===== src/rtl/xes_pkg.sv =====
// ----------------------------------------------------------------------------
// X-ray exposure sequencer package
// Shared types, widths and codes of the exposure sequencer.
// ----------------------------------------------------------------------------
package xes_pkg;

    localparam int KV_W       = 11;
    localparam int CUR_W      = 15;
    localparam int TIME_W     = 16;
    localparam int MAS_W      = 21;
    localparam int REQ_W      = 3;
    localparam int FOCUS_W    = 2;
    localparam int PROD_W     = CUR_W + TIME_W;
    localparam int RECIP_W    = 32;
    localparam int FULL_W     = PROD_W + RECIP_W;
    localparam int RECIP_SH   = 41;
    localparam int QUOT_W     = FULL_W - RECIP_SH;
    localparam int CFG_ADDR_W = 3;
    localparam int CFG_DATA_W = 16;
    localparam int QUEUE_DEPTH_DEFAULT = 2;

    // ceil(2^41 / 1000): exact quotient for every product below 2^31
    localparam logic [RECIP_W-1:0] MAS_RECIP = 32'd2199023256;
    localparam logic [MAS_W-1:0]   MAS_LIMIT = {MAS_W{1'b1}};

    localparam logic [REQ_W-1:0] REQ_SET   = 3'd0;
    localparam logic [REQ_W-1:0] REQ_START = 3'd1;
    localparam logic [REQ_W-1:0] REQ_ABORT = 3'd2;
    localparam logic [REQ_W-1:0] REQ_TICK  = 3'd3;

    localparam logic [FOCUS_W-1:0] FOCUS_UNKNOWN = 2'd3;

    localparam logic [CFG_ADDR_W-1:0] REG_KV_MIN     = 3'd0;
    localparam logic [CFG_ADDR_W-1:0] REG_KV_MAX     = 3'd1;
    localparam logic [CFG_ADDR_W-1:0] REG_CUR_MIN    = 3'd2;
    localparam logic [CFG_ADDR_W-1:0] REG_CUR_MAX    = 3'd3;
    localparam logic [CFG_ADDR_W-1:0] REG_TIME_MIN   = 3'd4;
    localparam logic [CFG_ADDR_W-1:0] REG_TIME_MAX   = 3'd5;
    localparam logic [CFG_ADDR_W-1:0] REG_AEC        = 3'd6;
    localparam logic [CFG_ADDR_W-1:0] REG_DUAL_FOCUS = 3'd7;

    typedef enum logic [1:0] {
        PH_IDLE     = 2'd0,
        PH_READY    = 2'd1,
        PH_ARMED    = 2'd2,
        PH_EXPOSING = 2'd3
    } phase_t;

    typedef enum logic [1:0] {
        ERR_NONE    = 2'd0,
        ERR_INVALID = 2'd1,
        ERR_NOT_SET = 2'd2,
        ERR_STATE   = 2'd3
    } err_t;

    typedef enum logic [2:0] {
        CMD_SET_OK,
        CMD_SET_BAD,
        CMD_START,
        CMD_ABORT,
        CMD_TICK,
        CMD_QUERY
    } cmd_kind_t;

    typedef struct packed {
        logic [KV_W-1:0]   kv_min;
        logic [KV_W-1:0]   kv_max;
        logic [CUR_W-1:0]  current_min;
        logic [CUR_W-1:0]  current_max;
        logic [TIME_W-1:0] time_min;
        logic [TIME_W-1:0] time_max;
        logic              aec_present;
        logic              dual_focus_present;
    } cfg_t;

    typedef struct packed {
        cmd_kind_t         kind;
        logic [KV_W-1:0]   kv;
        logic [CUR_W-1:0]  current;
        logic [TIME_W-1:0] exp_time;
        logic [MAS_W-1:0]  mas;
    } cmd_t;

    typedef struct packed {
        logic              accepted;
        err_t              error_code;
        phase_t            gen_state;
        logic [KV_W-1:0]   actual_kv;
        logic [CUR_W-1:0]  actual_current;
        logic [TIME_W-1:0] exposure_time;
        logic [MAS_W-1:0]  mas_tenths;
        logic              status_event;
    } res_t;

endpackage


===== src/rtl/xray_exposure_sequencer.sv =====
// ----------------------------------------------------------------------------
// X-ray exposure sequencer
// Exposure control for an X-ray generator: set, start, abort, tick, query.
// ----------------------------------------------------------------------------
// Usage:
//   Requests enter on the s_ channel (valid/ready), one result per request
//   leaves on the m_ channel (valid/ready). Limits are written through
//   cfg_we/cfg_addr/cfg_wdata while no request is in flight.
//   The accepting edge loads the check stage (with the 15x16 current-time
//   multiply); the mAs stage (multiply by the reciprocal of 1000), the
//   command queue and the state machine's result register follow in that
//   order, and m_valid rises when the result register is loaded.
//   Throughput: one request per cycle while the receiver keeps m_ready
//   high; the back end updates its state as each request is popped.
//   Reset (aresetn low, synchronous) empties the pipeline and queue, sets the
//   phase to idle, forgets stored parameters and restores default limits.
//   When the receiver holds m_ready low, the result stays in place, the
//   queue fills, and s_ready falls once the front stages are full.
// ----------------------------------------------------------------------------
module xray_exposure_sequencer #(
    parameter int QUEUE_DEPTH = xes_pkg::QUEUE_DEPTH_DEFAULT
) (
    input  logic                           aclk,
    input  logic                           aresetn,
    input  logic                           cfg_we,
    input  logic [xes_pkg::CFG_ADDR_W-1:0] cfg_addr,
    input  logic [xes_pkg::CFG_DATA_W-1:0] cfg_wdata,
    input  logic                           s_valid,
    output logic                           s_ready,
    input  logic [xes_pkg::REQ_W-1:0]      s_req_type,
    input  logic [xes_pkg::KV_W-1:0]       s_kv_req,
    input  logic [xes_pkg::CUR_W-1:0]      s_current_req,
    input  logic [xes_pkg::TIME_W-1:0]     s_time_req,
    input  logic [xes_pkg::FOCUS_W-1:0]    s_focus_req,
    input  logic                           s_aec_auto_req,
    output logic                           m_valid,
    input  logic                           m_ready,
    output logic                           m_accepted,
    output logic [1:0]                     m_error_code,
    output logic [1:0]                     m_gen_state,
    output logic [xes_pkg::KV_W-1:0]       m_actual_kv,
    output logic [xes_pkg::CUR_W-1:0]      m_actual_current,
    output logic [xes_pkg::TIME_W-1:0]     m_exposure_time,
    output logic [xes_pkg::MAS_W-1:0]      m_mas_tenths,
    output logic                           m_status_event
);
    import xes_pkg::*;

    cfg_t cfg_reg;
    logic f_valid, f_ready, q_valid, q_ready;
    cmd_t f_cmd, q_cmd;
    res_t res;

    always_ff @(posedge aclk) begin
        if (!aresetn) begin
            cfg_reg.kv_min             <= KV_W'(400);
            cfg_reg.kv_max             <= KV_W'(1500);
            cfg_reg.current_min        <= CUR_W'(10);
            cfg_reg.current_max        <= CUR_W'(5000);
            cfg_reg.time_min           <= TIME_W'(1);
            cfg_reg.time_max           <= TIME_W'(10000);
            cfg_reg.aec_present        <= 1'b0;
            cfg_reg.dual_focus_present <= 1'b0;
        end else if (cfg_we) begin
            unique case (cfg_addr)
                REG_KV_MIN:     cfg_reg.kv_min             <= cfg_wdata[KV_W-1:0];
                REG_KV_MAX:     cfg_reg.kv_max             <= cfg_wdata[KV_W-1:0];
                REG_CUR_MIN:    cfg_reg.current_min        <= cfg_wdata[CUR_W-1:0];
                REG_CUR_MAX:    cfg_reg.current_max        <= cfg_wdata[CUR_W-1:0];
                REG_TIME_MIN:   cfg_reg.time_min           <= cfg_wdata[TIME_W-1:0];
                REG_TIME_MAX:   cfg_reg.time_max           <= cfg_wdata[TIME_W-1:0];
                REG_AEC:        cfg_reg.aec_present        <= cfg_wdata[0];
                REG_DUAL_FOCUS: cfg_reg.dual_focus_present <= cfg_wdata[0];
                default: begin
                end
            endcase
        end
    end

    xes_front u_front (
        .aclk           (aclk),
        .aresetn        (aresetn),
        .cfg            (cfg_reg),
        .s_valid        (s_valid),
        .s_ready        (s_ready),
        .s_req_type     (s_req_type),
        .s_kv_req       (s_kv_req),
        .s_current_req  (s_current_req),
        .s_time_req     (s_time_req),
        .s_focus_req    (s_focus_req),
        .s_aec_auto_req (s_aec_auto_req),
        .cmd_valid      (f_valid),
        .cmd_ready      (f_ready),
        .cmd            (f_cmd)
    );

    xes_fifo #(
        .DEPTH (QUEUE_DEPTH)
    ) u_fifo (
        .aclk       (aclk),
        .aresetn    (aresetn),
        .push_valid (f_valid),
        .push_ready (f_ready),
        .push_data  (f_cmd),
        .pop_valid  (q_valid),
        .pop_ready  (q_ready),
        .pop_data   (q_cmd)
    );

    xes_back u_back (
        .aclk      (aclk),
        .aresetn   (aresetn),
        .cmd_valid (q_valid),
        .cmd_ready (q_ready),
        .cmd       (q_cmd),
        .m_valid   (m_valid),
        .m_ready   (m_ready),
        .res       (res)
    );

    assign m_accepted       = res.accepted;
    assign m_error_code     = res.error_code;
    assign m_gen_state      = res.gen_state;
    assign m_actual_kv      = res.actual_kv;
    assign m_actual_current = res.actual_current;
    assign m_exposure_time  = res.exposure_time;
    assign m_mas_tenths     = res.mas_tenths;
    assign m_status_event   = res.status_event;

endmodule


===== src/rtl/xes_front.sv =====
// ----------------------------------------------------------------------------
// X-ray exposure sequencer front end
// Accepts requests, range-checks set parameters and precomputes mAs.
// ----------------------------------------------------------------------------
module xes_front (
    input  logic                        aclk,
    input  logic                        aresetn,
    input  xes_pkg::cfg_t               cfg,
    input  logic                        s_valid,
    output logic                        s_ready,
    input  logic [xes_pkg::REQ_W-1:0]   s_req_type,
    input  logic [xes_pkg::KV_W-1:0]    s_kv_req,
    input  logic [xes_pkg::CUR_W-1:0]   s_current_req,
    input  logic [xes_pkg::TIME_W-1:0]  s_time_req,
    input  logic [xes_pkg::FOCUS_W-1:0] s_focus_req,
    input  logic                        s_aec_auto_req,
    output logic                        cmd_valid,
    input  logic                        cmd_ready,
    output xes_pkg::cmd_t               cmd
);
    import xes_pkg::*;

    logic              s1_valid_reg;
    cmd_kind_t         s1_kind_reg, s1_kind_next;
    logic [KV_W-1:0]   s1_kv_reg;
    logic [CUR_W-1:0]  s1_cur_reg;
    logic [TIME_W-1:0] s1_time_reg;
    logic [PROD_W-1:0] s1_prod_reg;
    logic              s2_valid_reg;
    cmd_t              s2_cmd_reg, s2_cmd_next;
    logic              s1_advance, s2_advance, params_ok;
    logic [FULL_W-1:0] full_prod;
    logic [QUOT_W-1:0] quot;

    assign s2_advance = !s2_valid_reg || cmd_ready;
    assign s1_advance = !s1_valid_reg || s2_advance;
    assign s_ready    = s1_advance;
    assign cmd_valid  = s2_valid_reg;
    assign cmd        = s2_cmd_reg;

    always_comb begin
        params_ok = (s_kv_req >= cfg.kv_min) && (s_kv_req <= cfg.kv_max)
                 && (s_current_req >= cfg.current_min) && (s_current_req <= cfg.current_max)
                 && (s_time_req >= cfg.time_min) && (s_time_req <= cfg.time_max)
                 && !(cfg.dual_focus_present && (s_focus_req == FOCUS_UNKNOWN))
                 && !(s_aec_auto_req && !cfg.aec_present);
        unique case (s_req_type)
            REQ_SET:   s1_kind_next = params_ok ? CMD_SET_OK : CMD_SET_BAD;
            REQ_START: s1_kind_next = CMD_START;
            REQ_ABORT: s1_kind_next = CMD_ABORT;
            REQ_TICK:  s1_kind_next = CMD_TICK;
            default:   s1_kind_next = CMD_QUERY;
        endcase
    end

    always_comb begin
        full_prod = FULL_W'(s1_prod_reg) * FULL_W'(MAS_RECIP);
        quot      = full_prod[FULL_W-1:RECIP_SH];
        s2_cmd_next.kind     = s1_kind_reg;
        s2_cmd_next.kv       = s1_kv_reg;
        s2_cmd_next.current  = s1_cur_reg;
        s2_cmd_next.exp_time = s1_time_reg;
        s2_cmd_next.mas      = (quot > QUOT_W'(MAS_LIMIT)) ? MAS_LIMIT : quot[MAS_W-1:0];
    end

    always_ff @(posedge aclk) begin
        if (!aresetn) begin
            s1_valid_reg <= 1'b0;
            s2_valid_reg <= 1'b0;
        end else begin
            if (s1_advance) begin
                s1_valid_reg <= s_valid;
            end
            if (s2_advance) begin
                s2_valid_reg <= s1_valid_reg;
            end
        end
    end

    always_ff @(posedge aclk) begin
        if (s1_advance && s_valid) begin
            s1_kind_reg <= s1_kind_next;
            s1_kv_reg   <= s_kv_req;
            s1_cur_reg  <= s_current_req;
            s1_time_reg <= s_time_req;
            s1_prod_reg <= PROD_W'(s_current_req) * PROD_W'(s_time_req);
        end
        if (s2_advance && s1_valid_reg) begin
            s2_cmd_reg <= s2_cmd_next;
        end
    end

endmodule


===== src/rtl/xes_fifo.sv =====
// ----------------------------------------------------------------------------
// X-ray exposure sequencer command queue
// Short queue of classified requests between front and back end.
// ----------------------------------------------------------------------------
module xes_fifo #(
    parameter int DEPTH = xes_pkg::QUEUE_DEPTH_DEFAULT
) (
    input  logic          aclk,
    input  logic          aresetn,
    input  logic          push_valid,
    output logic          push_ready,
    input  xes_pkg::cmd_t push_data,
    output logic          pop_valid,
    input  logic          pop_ready,
    output xes_pkg::cmd_t pop_data
);
    import xes_pkg::*;

    localparam int PTR_W = (DEPTH > 1) ? $clog2(DEPTH) : 1;
    localparam int CNT_W = $clog2(DEPTH + 1);

    cmd_t             mem [DEPTH];
    logic [PTR_W-1:0] wr_ptr_reg, rd_ptr_reg;
    logic [CNT_W-1:0] count_reg;
    logic             do_push, do_pop;

    assign push_ready = (count_reg != CNT_W'(DEPTH));
    assign pop_valid  = (count_reg != '0);
    assign do_push    = push_valid && push_ready;
    assign do_pop     = pop_valid && pop_ready;
    assign pop_data   = mem[rd_ptr_reg];

    function automatic logic [PTR_W-1:0] wrap_inc(input logic [PTR_W-1:0] p);
        return (p == PTR_W'(DEPTH - 1)) ? '0 : p + PTR_W'(1);
    endfunction

    always_ff @(posedge aclk) begin
        if (!aresetn) begin
            wr_ptr_reg <= '0;
            rd_ptr_reg <= '0;
            count_reg  <= '0;
        end else begin
            if (do_push) begin
                wr_ptr_reg <= wrap_inc(wr_ptr_reg);
            end
            if (do_pop) begin
                rd_ptr_reg <= wrap_inc(rd_ptr_reg);
            end
            if (do_push && !do_pop) begin
                count_reg <= count_reg + CNT_W'(1);
            end else if (do_pop && !do_push) begin
                count_reg <= count_reg - CNT_W'(1);
            end
        end
    end

    always_ff @(posedge aclk) begin
        if (do_push) begin
            mem[wr_ptr_reg] <= push_data;
        end
    end

endmodule


===== src/rtl/xes_back.sv =====
// ----------------------------------------------------------------------------
// X-ray exposure sequencer back end
// Runs the exposure state machine and registers one result per request.
// ----------------------------------------------------------------------------
module xes_back (
    input  logic          aclk,
    input  logic          aresetn,
    input  logic          cmd_valid,
    output logic          cmd_ready,
    input  xes_pkg::cmd_t cmd,
    output logic          m_valid,
    input  logic          m_ready,
    output xes_pkg::res_t res
);
    import xes_pkg::*;

    phase_t            phase_reg, phase_next;
    logic              params_valid_reg, params_valid_next;
    logic [KV_W-1:0]   stored_kv_reg, stored_kv_next;
    logic [CUR_W-1:0]  stored_cur_reg, stored_cur_next;
    logic [TIME_W-1:0] stored_time_reg, stored_time_next;
    logic [MAS_W-1:0]  stored_mas_reg, stored_mas_next;
    logic [TIME_W-1:0] remaining_reg, remaining_next;
    logic [KV_W-1:0]   applied_kv_reg, applied_kv_next;
    logic [CUR_W-1:0]  applied_cur_reg, applied_cur_next;
    logic              m_valid_reg;
    res_t              res_reg, res_next;
    logic              pop, start_ok, abort_ok, tick_end;

    assign cmd_ready = !m_valid_reg || m_ready;
    assign pop       = cmd_valid && cmd_ready;
    assign m_valid   = m_valid_reg;
    assign res       = res_reg;

    assign start_ok = params_valid_reg && (phase_reg == PH_READY);
    assign abort_ok = (phase_reg == PH_ARMED) || (phase_reg == PH_EXPOSING);
    assign tick_end = (phase_reg == PH_EXPOSING) && (remaining_reg <= TIME_W'(1));

    // next state
    always_comb begin
        phase_next        = phase_reg;
        params_valid_next = params_valid_reg;
        stored_kv_next    = stored_kv_reg;
        stored_cur_next   = stored_cur_reg;
        stored_time_next  = stored_time_reg;
        stored_mas_next   = stored_mas_reg;
        remaining_next    = remaining_reg;
        applied_kv_next   = applied_kv_reg;
        applied_cur_next  = applied_cur_reg;
        if (pop) begin
            unique case (cmd.kind)
                CMD_SET_OK: begin
                    stored_kv_next    = cmd.kv;
                    stored_cur_next   = cmd.current;
                    stored_time_next  = cmd.exp_time;
                    stored_mas_next   = cmd.mas;
                    params_valid_next = 1'b1;
                    if (phase_reg == PH_IDLE) begin
                        phase_next = PH_READY;
                    end
                end
                CMD_START: begin
                    if (start_ok) begin
                        phase_next       = PH_EXPOSING;
                        applied_kv_next  = stored_kv_reg;
                        applied_cur_next = stored_cur_reg;
                        remaining_next   = stored_time_reg;
                    end
                end
                CMD_ABORT: begin
                    if (abort_ok) begin
                        phase_next = PH_IDLE;
                    end
                end
                CMD_TICK: begin
                    if (tick_end) begin
                        phase_next = PH_IDLE;
                    end else if (phase_reg == PH_EXPOSING) begin
                        remaining_next = remaining_reg - TIME_W'(1);
                    end
                end
                default: begin
                end
            endcase
        end
    end

    // result
    always_comb begin
        res_next                = '0;
        res_next.accepted       = 1'b1;
        res_next.error_code     = ERR_NONE;
        res_next.gen_state      = phase_next;
        unique case (cmd.kind)
            CMD_SET_BAD: begin
                res_next.accepted   = 1'b0;
                res_next.error_code = ERR_INVALID;
            end
            CMD_START: begin
                if (!params_valid_reg) begin
                    res_next.accepted   = 1'b0;
                    res_next.error_code = ERR_NOT_SET;
                end else if (phase_reg != PH_READY) begin
                    res_next.accepted   = 1'b0;
                    res_next.error_code = ERR_STATE;
                end else begin
                    res_next.exposure_time = stored_time_reg;
                    res_next.mas_tenths    = stored_mas_reg;
                    res_next.status_event  = 1'b1;
                end
            end
            CMD_ABORT: res_next.status_event = abort_ok;
            CMD_TICK:  res_next.status_event = tick_end;
            default: begin
            end
        endcase
        if (phase_next == PH_EXPOSING) begin
            res_next.actual_kv      = applied_kv_next;
            res_next.actual_current = applied_cur_next;
        end
    end

    always_ff @(posedge aclk) begin
        if (!aresetn) begin
            phase_reg        <= PH_IDLE;
            params_valid_reg <= 1'b0;
            m_valid_reg      <= 1'b0;
        end else begin
            phase_reg        <= phase_next;
            params_valid_reg <= params_valid_next;
            if (cmd_ready) begin
                m_valid_reg <= cmd_valid;
            end
        end
    end

    always_ff @(posedge aclk) begin
        stored_kv_reg   <= stored_kv_next;
        stored_cur_reg  <= stored_cur_next;
        stored_time_reg <= stored_time_next;
        stored_mas_reg  <= stored_mas_next;
        remaining_reg   <= remaining_next;
        applied_kv_reg  <= applied_kv_next;
        applied_cur_reg <= applied_cur_next;
        if (pop) begin
            res_reg <= res_next;
        end
    end

endmodule


===== config.mk =====
export PLATFORM = sky130hd
export DESIGN_NAME = xray_exposure_sequencer
export DESIGN_NICKNAME = d
export VERILOG_FILES = /design/src/rtl/xes_pkg.sv /design/src/rtl/xray_exposure_sequencer.sv /design/src/rtl/xes_front.sv /design/src/rtl/xes_fifo.sv /design/src/rtl/xes_back.sv
export SDC_FILE = /design/constraint.sdc
export NUM_CORES = 2
export LEC_CHECK = 0
export CORE_MARGIN = 3
export CORE_UTILIZATION = 35
export CTS_BUF_LIST = sky130_fd_sc_hd__clkbuf_16
export DETAILED_ROUTE_END_ITERATION = 10
export DONT_BUFFER_PORTS = 1
export PLACE_DENSITY = 0.59
export SYNTH_ARGS = -nofsm -noshare
export SYNTH_HDL_FRONTEND = slang
export SYNTH_HIERARCHICAL = 1
export SYNTH_SLANG_ARGS = --single-unit

===== constraint.sdc =====
create_clock -name aclk -period 8.4 [get_ports aclk]
set_input_delay 1.68 -clock aclk [delete_from_list [all_inputs] [get_ports aclk]]
set_output_delay 1.68 -clock aclk [all_outputs]
set_load 0.05 [all_outputs]

# After elaboration in Yosys (flattened, before gate mapping)
# Memories as Yosys holds them, arrays and structs flattened. A register that Yosys moved wholly into a read port is not among the register bits.
# Cells that the tools add are included.
classes:
  n_addsub: 5
  n_mul: 2
  magnitude_cmp: 8
  n_eq_ne: 24
  mux: 32
  bitwise: 2
  n_reduce_logical: 47
op_table:
  columns: ["operator", "count"]
  rows:
  - ["$mul A31 B29 Y60 const B", 1]
  - ["$mux W16", 3]
  - ["$mux W15", 3]
  - ["$mux W11", 3]
  - ["$pmux W16 S2", 1]
  - ["$mul A15 B16 Y31", 1]
  - ["$gt A22 B21 Y1 const B", 1]
  - ["$eq A3 B2 Y1 const B", 6]
  - ["$reduce_and A2 Y1", 9]
  - ["$logic_and A1 B1 Y1", 17]
  - ["$ge A16 B16 Y1", 1]
  - ["$le A16 B1 Y1 const B", 1]
  - ["$le A16 B16 Y1", 1]
  - ["$sub A16 B1 Y16 const B", 1]
  - ["$eq A3 B3 Y1 const B", 5]
  - ["$ge A15 B15 Y1", 1]
  - ["$le A15 B15 Y1", 1]
  - ["$mux W2", 7]
  - ["$pmux W3 S4", 1]
  - ["$ge A11 B11 Y1", 1]
  - ["$le A11 B11 Y1", 1]
  - ["$eq A3 B1 Y1 const B", 3]
  - ["$logic_not A3 Y1", 3]
  - ["$mux W1", 9]
  - ["other kinds (18)", 39]
totals:
  ff_bits: 412
  ramBits: 132
  inputBits: 72
  out_inout_bits: 71
  word_cells: 162
  mem_count: 1
memory_table:
  columns: ["name", "depth", "width", "read_ports", "rd_ports_with_merged_regs", "write_ports", "line_no", "rtl"]
  rows:
  - ["u_fifo.mem", 2, 66, 1, 1, 1, "xes_fifo.sv:22", "cmd_t mem [DEPTH];"]

# Logic depth before layout (Yosys ltp)
logic_depth:
  depth_word: 10
  depth_mapped: 26
  depth_no_buf: 24

# Modules after synthesis
# Netlist, hierarchy kept.
by_module_without_submodules:
  columns: ["module", "instances", "cells_per_inst", "area_per_inst_um2", "seq_area_each_um2"]
  rows:
  - ["xes_front", 1, 2850, 28667.5, 4304.1]
  - ["xes_back", 1, 433, 6657.6, 5044.8]
  - ["xes_fifo", 1, 229, 5012.3, 4063.9]
  - ["xray_exposure_sequencer", 1, 326, 3359.5, 1721.7]

# Worst setup path after synthesis
# No wires, ideal clock.
synth_path:
  kind: "input -> register"
  startpoint: "in m_ready"
  endpoint: "reg u_back.stored_cur_reg[0], enable pin"
  setup_time_ns: 0.643
  t_arrival_ns: 7.989
  t_required_ns: 7.757
  setup_slack_ns: -0.232
  path_stages: 4
  n_path_buf: 0
  path_cell_list: "nor2b_1 inv_1 nand2_1 nor4_1"
synth_between:
  elab_chain_len: 3
synth_rtl:
  columns: ["item", "line_no", "rtl"]
  rows:
  - ["start: declaration", "xray_exposure_sequencer.sv:37", "input logic m_ready,"]
  - ["$logic_or A1 B1 Y1", "xes_back.sv:30", "assign cmd_ready = !m_valid_reg || m_ready;"]
  - ["named net q_ready", "xray_exposure_sequencer.sv:50", "logic f_valid, f_ready, q_valid, q_ready;"]
  - ["$logic_and A1 B1 Y1", "xes_back.sv:31", "assign pop = cmd_valid && cmd_ready;"]
  - ["$reduce_and A2 Y1 (no source line)", null, null]
  - ["end signal: assignment", "xes_back.sv:139", "stored_cur_reg <= stored_cur_next;"]
  - ["end: declaration", "xes_back.sv:20", "logic [CUR_W-1:0] stored_cur_reg, stored_cur_next;"]
# The timed path passes the listed nets, and every way through them passes these cells.
# A chain may end at the register's enable or synchronous reset.

# Worst setup path after layout
layout_path:
  startpoint: "reg u_front.s1_prod_reg[16]"
  endpoint: "reg u_front.s2_cmd_reg, in the netlist u_front/cmd[19] (data pin)"
layout_between:
  elab_chain_len: 2
layout_rtl:
  columns: ["item", "line_no", "rtl"]
  rows:
  - ["start: declaration", "xes_front.sv:28", "logic [PROD_W-1:0] s1_prod_reg;"]
  - ["start signal: assignment", "xes_front.sv:86", "s1_prod_reg <= PROD_W'(s_current_req) * PROD_W'(s_time_req);"]
  - ["$mul A31 B29 Y60 *", "xes_front.sv:57", "full_prod = FULL_W'(s1_prod_reg) * FULL_W'(MAS_RECIP);"]
  - ["$gt A22 B21 Y1", "xes_front.sv:63", "s2_cmd_next.mas = (quot > QUOT_W'(MAS_LIMIT)) ? MAS_LIMIT : quot[MAS_W-1:0];"]
  - ["end signal: assignment", "xes_front.sv:89", "s2_cmd_reg <= s2_cmd_next;"]
  - ["end: declaration", "xes_front.sv:30", "cmd_t s2_cmd_reg, s2_cmd_next;"]
# Mark *: on every way between the ends. The rest lies on a longest branch, timed or not.

==> impl_metrics.ini <==
[clock_network]
post_cts_resized = 0
clock_latency_ns = 0.62
clk_pin_slew_worst_paths_ns = 0.06
post_cts_buffers = 0
cts_root_buf = clkbuf_16
htreeDepth = 2
cts_made_buffers = 55
clkSinkCount = 545
cts_tree = built
clock_path_buffers = 3
ctsHoldBuffers = 0

[timing]
slew_headroom = 0.2342
maxSlewViolCount = 0
holdWs_ns = 0.4168
worstMarginPinSlew_ns = 1.143
max_clock_freq_ghz = 0.1340
hold_viol_final = 0
min_period_ns = 7.465
finalSetupViolations = 0
rsz0062_at_grt = no
fin_crit_sh = 0.8887
worst_clock_skew_ns = 0.02339
fin_tns_setup_ns = 0

[detailed_routing]
antenna_left = 0
drt-initial-drc-count = 1726
vias = 26548
vias_per_cell = 4.833
first_pass_iters = 5
wl_per_cell_um = 18.61
routed_wl_um = 102200
drc = 0

[grt]
busiest_layer = met2
use_met3 = 0.02454
grt_usage = 0.1591
first_global_vias = 27910
grt_pass1_wl_um = 162000
grtUsageMet2 = 0.2459
met1_usage = 0.2353
grt-ovfl-total = 0
antenna_found_initial = 7
grt_start_max_net_pins = 126

[setup_path]
critPathSlowestCell = edfxtp_1
end_kind = flip-flop
r2r_cells = 22
critPathKind = flip-flop to flip-flop
arrival_ns = 7.79
r2r_end = u_front/cmd[19]
crit_end = u_front/cmd[19]
crit_path_start_kind = flip-flop
crit_chain = ha_1 -> fa_1 -> fa_1 -> inv_1 -> fa_1 -> inv_1 -> fa_1 -> fa_1 -> fa_1 -> inv_1 -> fa_1 -> inv_1 -> ha_1 -> a21oi_1 -> o21ai_1 -> nor4_1 -> o21ai_2 -> a31oi_4 -> o21ai_4 -> a31o_4 -> a31oi_4 -> o211ai_1
reg2reg_slack_ns = 0.93
r2r-start = u_front/s1_prod_reg[16]
max_stage_delay_ns = 0.75
cp_max_fo = 21
critPathRequiredTime_ns = 8.72
cpMostUsedCell = fa_1
crit_start = u_front/s1_prod_reg[16]

[die]
core_mm2 = 0.1238
ios = 143
rows = 129
chipWidth_um = 359.3
die_h_um = 359.3
die_area_mm2 = 0.1291
start_util = 0.3530

[yosys]
syn-instance-count = 3838
syn_nets = 4939
ys_seq_elements = 545
synth.yosys.seq_area_share = 0.3464
synth_cell_types = 90
syn_avg_cell_area_um2 = 11.39
synth_edf_count = 422
async_flop_share = 0
syn-cell-area_mm2 = 0.04370
ys_warn_count = 6
yosys_most_used_dff = edfxtp_1

[run_status]
outcome = finished clean

[placement]
dp.cells = 5388
finalWeightedCongestion = 0.8761
io_buffers = 0
dp_hpwl_um = 79460

[run]
drv_cap = 0

[finish]
largest_register_ffs = 132
drive_above_1_share = 0.06096
fin_cells = 5493
layout.nets = 4909
area_growth_pct = 7.886

[min_path]
min_path_type = flip-flop to flip-flop
-- kinds of logic after synthesis --
group	after synthesis	share of synthesized area
buffers and inverters	898	0.07980
flip-flops	545	0.3464
adder cells (fa/ha/maj)	1029	0.3749
AO/OA/AOI/OAI	361	0.05486
multiplexers	179	0.04367
AND/OR/NAND/NOR	767	0.08862
XOR/XNOR	59	0.01183
-- synthesized netlist by cell type, drive strengths merged, types with 4 or more instances --
cell,instances,share of area
inv,788,0.068
buf,36,0.0057
a31o,7,0.0016
dfxtp,123,0.056
mux2i,86,0.020
nand3,47,0.0055
nor3,12,0.0014
a211oi,11,0.0019
o22ai,4,0.00086
and3,51,0.0074
o2111ai,4,0.00080
o211ai,10,0.0019
a31oi,12,0.0027
a21oi,97,0.011
or3,5,0.00072
o31ai,6,0.0010
and2,104,0.015
nor4,7,0.0013
ha,562,0.16
a21o,65,0.011
o21bai,8,0.0014
nor2,88,0.0076
xor2,20,0.0040
o21a,19,0.0033
mux2,93,0.024
nor3b,4,0.00069
a21boi,4,0.00069
nand2b,9,0.0015
nor2b,54,0.0077
or2,5,0.00072
nand3b,8,0.0014
nand4,37,0.0057
nand2,312,0.027
nand4b,4,0.00080
xnor2,39,0.0078
o21ai,85,0.010
clkbuf,74,0.0064
edfxtp,422,0.29
fa,467,0.21
-- critical path: cells and delay by family, from the launching register on --
family | cells | cell delay, ns
adders and majority gates | 9 | 4.11
buffers and inverters | 4 | 0.21
DFF | 1 | 0.75
AOI/OAI and AO/OA | 8 | 1.75
and+or+nand+nor | 1 | 0.34
-- metrics by stage --
| step | worst slack [ns] | utilization | cell area, µm² |
|---|---|---|---|
| detailed placement | 0.9482 | 0.3670 | 45430 |
| floorplan | 1.117 | - | 43700 |
| CTS | 0.9264 | 0.3808 | 47140 |
| finish | 0.9347 | 0.3808 | 47140 |
| global route | 0.5549 | 0.3808 | 47140 |
| global placement | 1.056 | 0.3670 | 45430 |
-- worst min-delay path by stage --
stage / slack (ns) / cells past startpoint / start / to
floorplan: 0.40 / 0 / u_front/s1_time_reg[0] / u_front/cmd[21]
global placement: 0.40 / 0 / u_front/s1_cur_reg[6] / u_front/cmd[43]
detailed placement: 0.40 / 0 / u_front/s1_cur_reg[2] / u_front/cmd[39]
CTS: 0.42 / 0 / u_front/s1_cur_reg[2] / u_front/cmd[39]
global route: 0.42 / 0 / u_front/s1_kv_reg[3] / u_front/cmd[55]
finish: 0.42 / 0 / u_front/s1_cur_reg[2] / u_front/cmd[39]
-- routing by layer --
| metal | vias up | part of all wire |
|---|---|---|
| li1 | 12573 | - |
| met3 | 119 | 0.051 |
| met1 | 13286 | 0.48 |
| met5 | - | 0 |
| met4 | 0 | 0.020 |
| met2 | 570 | 0.45 |
-- placed cells by master, fill, tap and decap left out, types with 5 or more instances in the layout --
cell       count
nand2b_1       8
nor3_1        12
nor4_1         5
o21ai_1       36
or3_1          5
buf_4         23
o21bai_1       8
mux2i_1       86
mux2_2        93
nor2_1        88
and3_1        49
clkbuf_16     57
inv_1        800
clkinv_1      12
edfxtp_1     422
o21a_1        19
a31oi_1        9
fa_1         467
xor2_1        20
nand2_1      312
nand3_1       46
a211oi_1      11
and2_1       103
o211ai_1       8
nand4_1       34
nor2b_1       52
xnor2_1       39
ha_1         562
dfxtp_1      122
clkinv_2      10
nand3b_1       8
o21ai_0       47
a21o_1        64
o31ai_1        6
a21oi_1       97
inv_2          5
-- layout make-up --
cell class,count,area [µm²]
diodes,1,2.502
well taps,1637,2048
multi-input cells,2395,25120
clock buffers,57,1426
flip-flops and latches,545,15140
repair buffers,23,172.7
clock inverters,47,280.3
inverters,788,2958
fillers,11925,76650
Power is not shown: default switching activity piles up to over one toggle a cycle in this logic, so the estimate is an artifact.
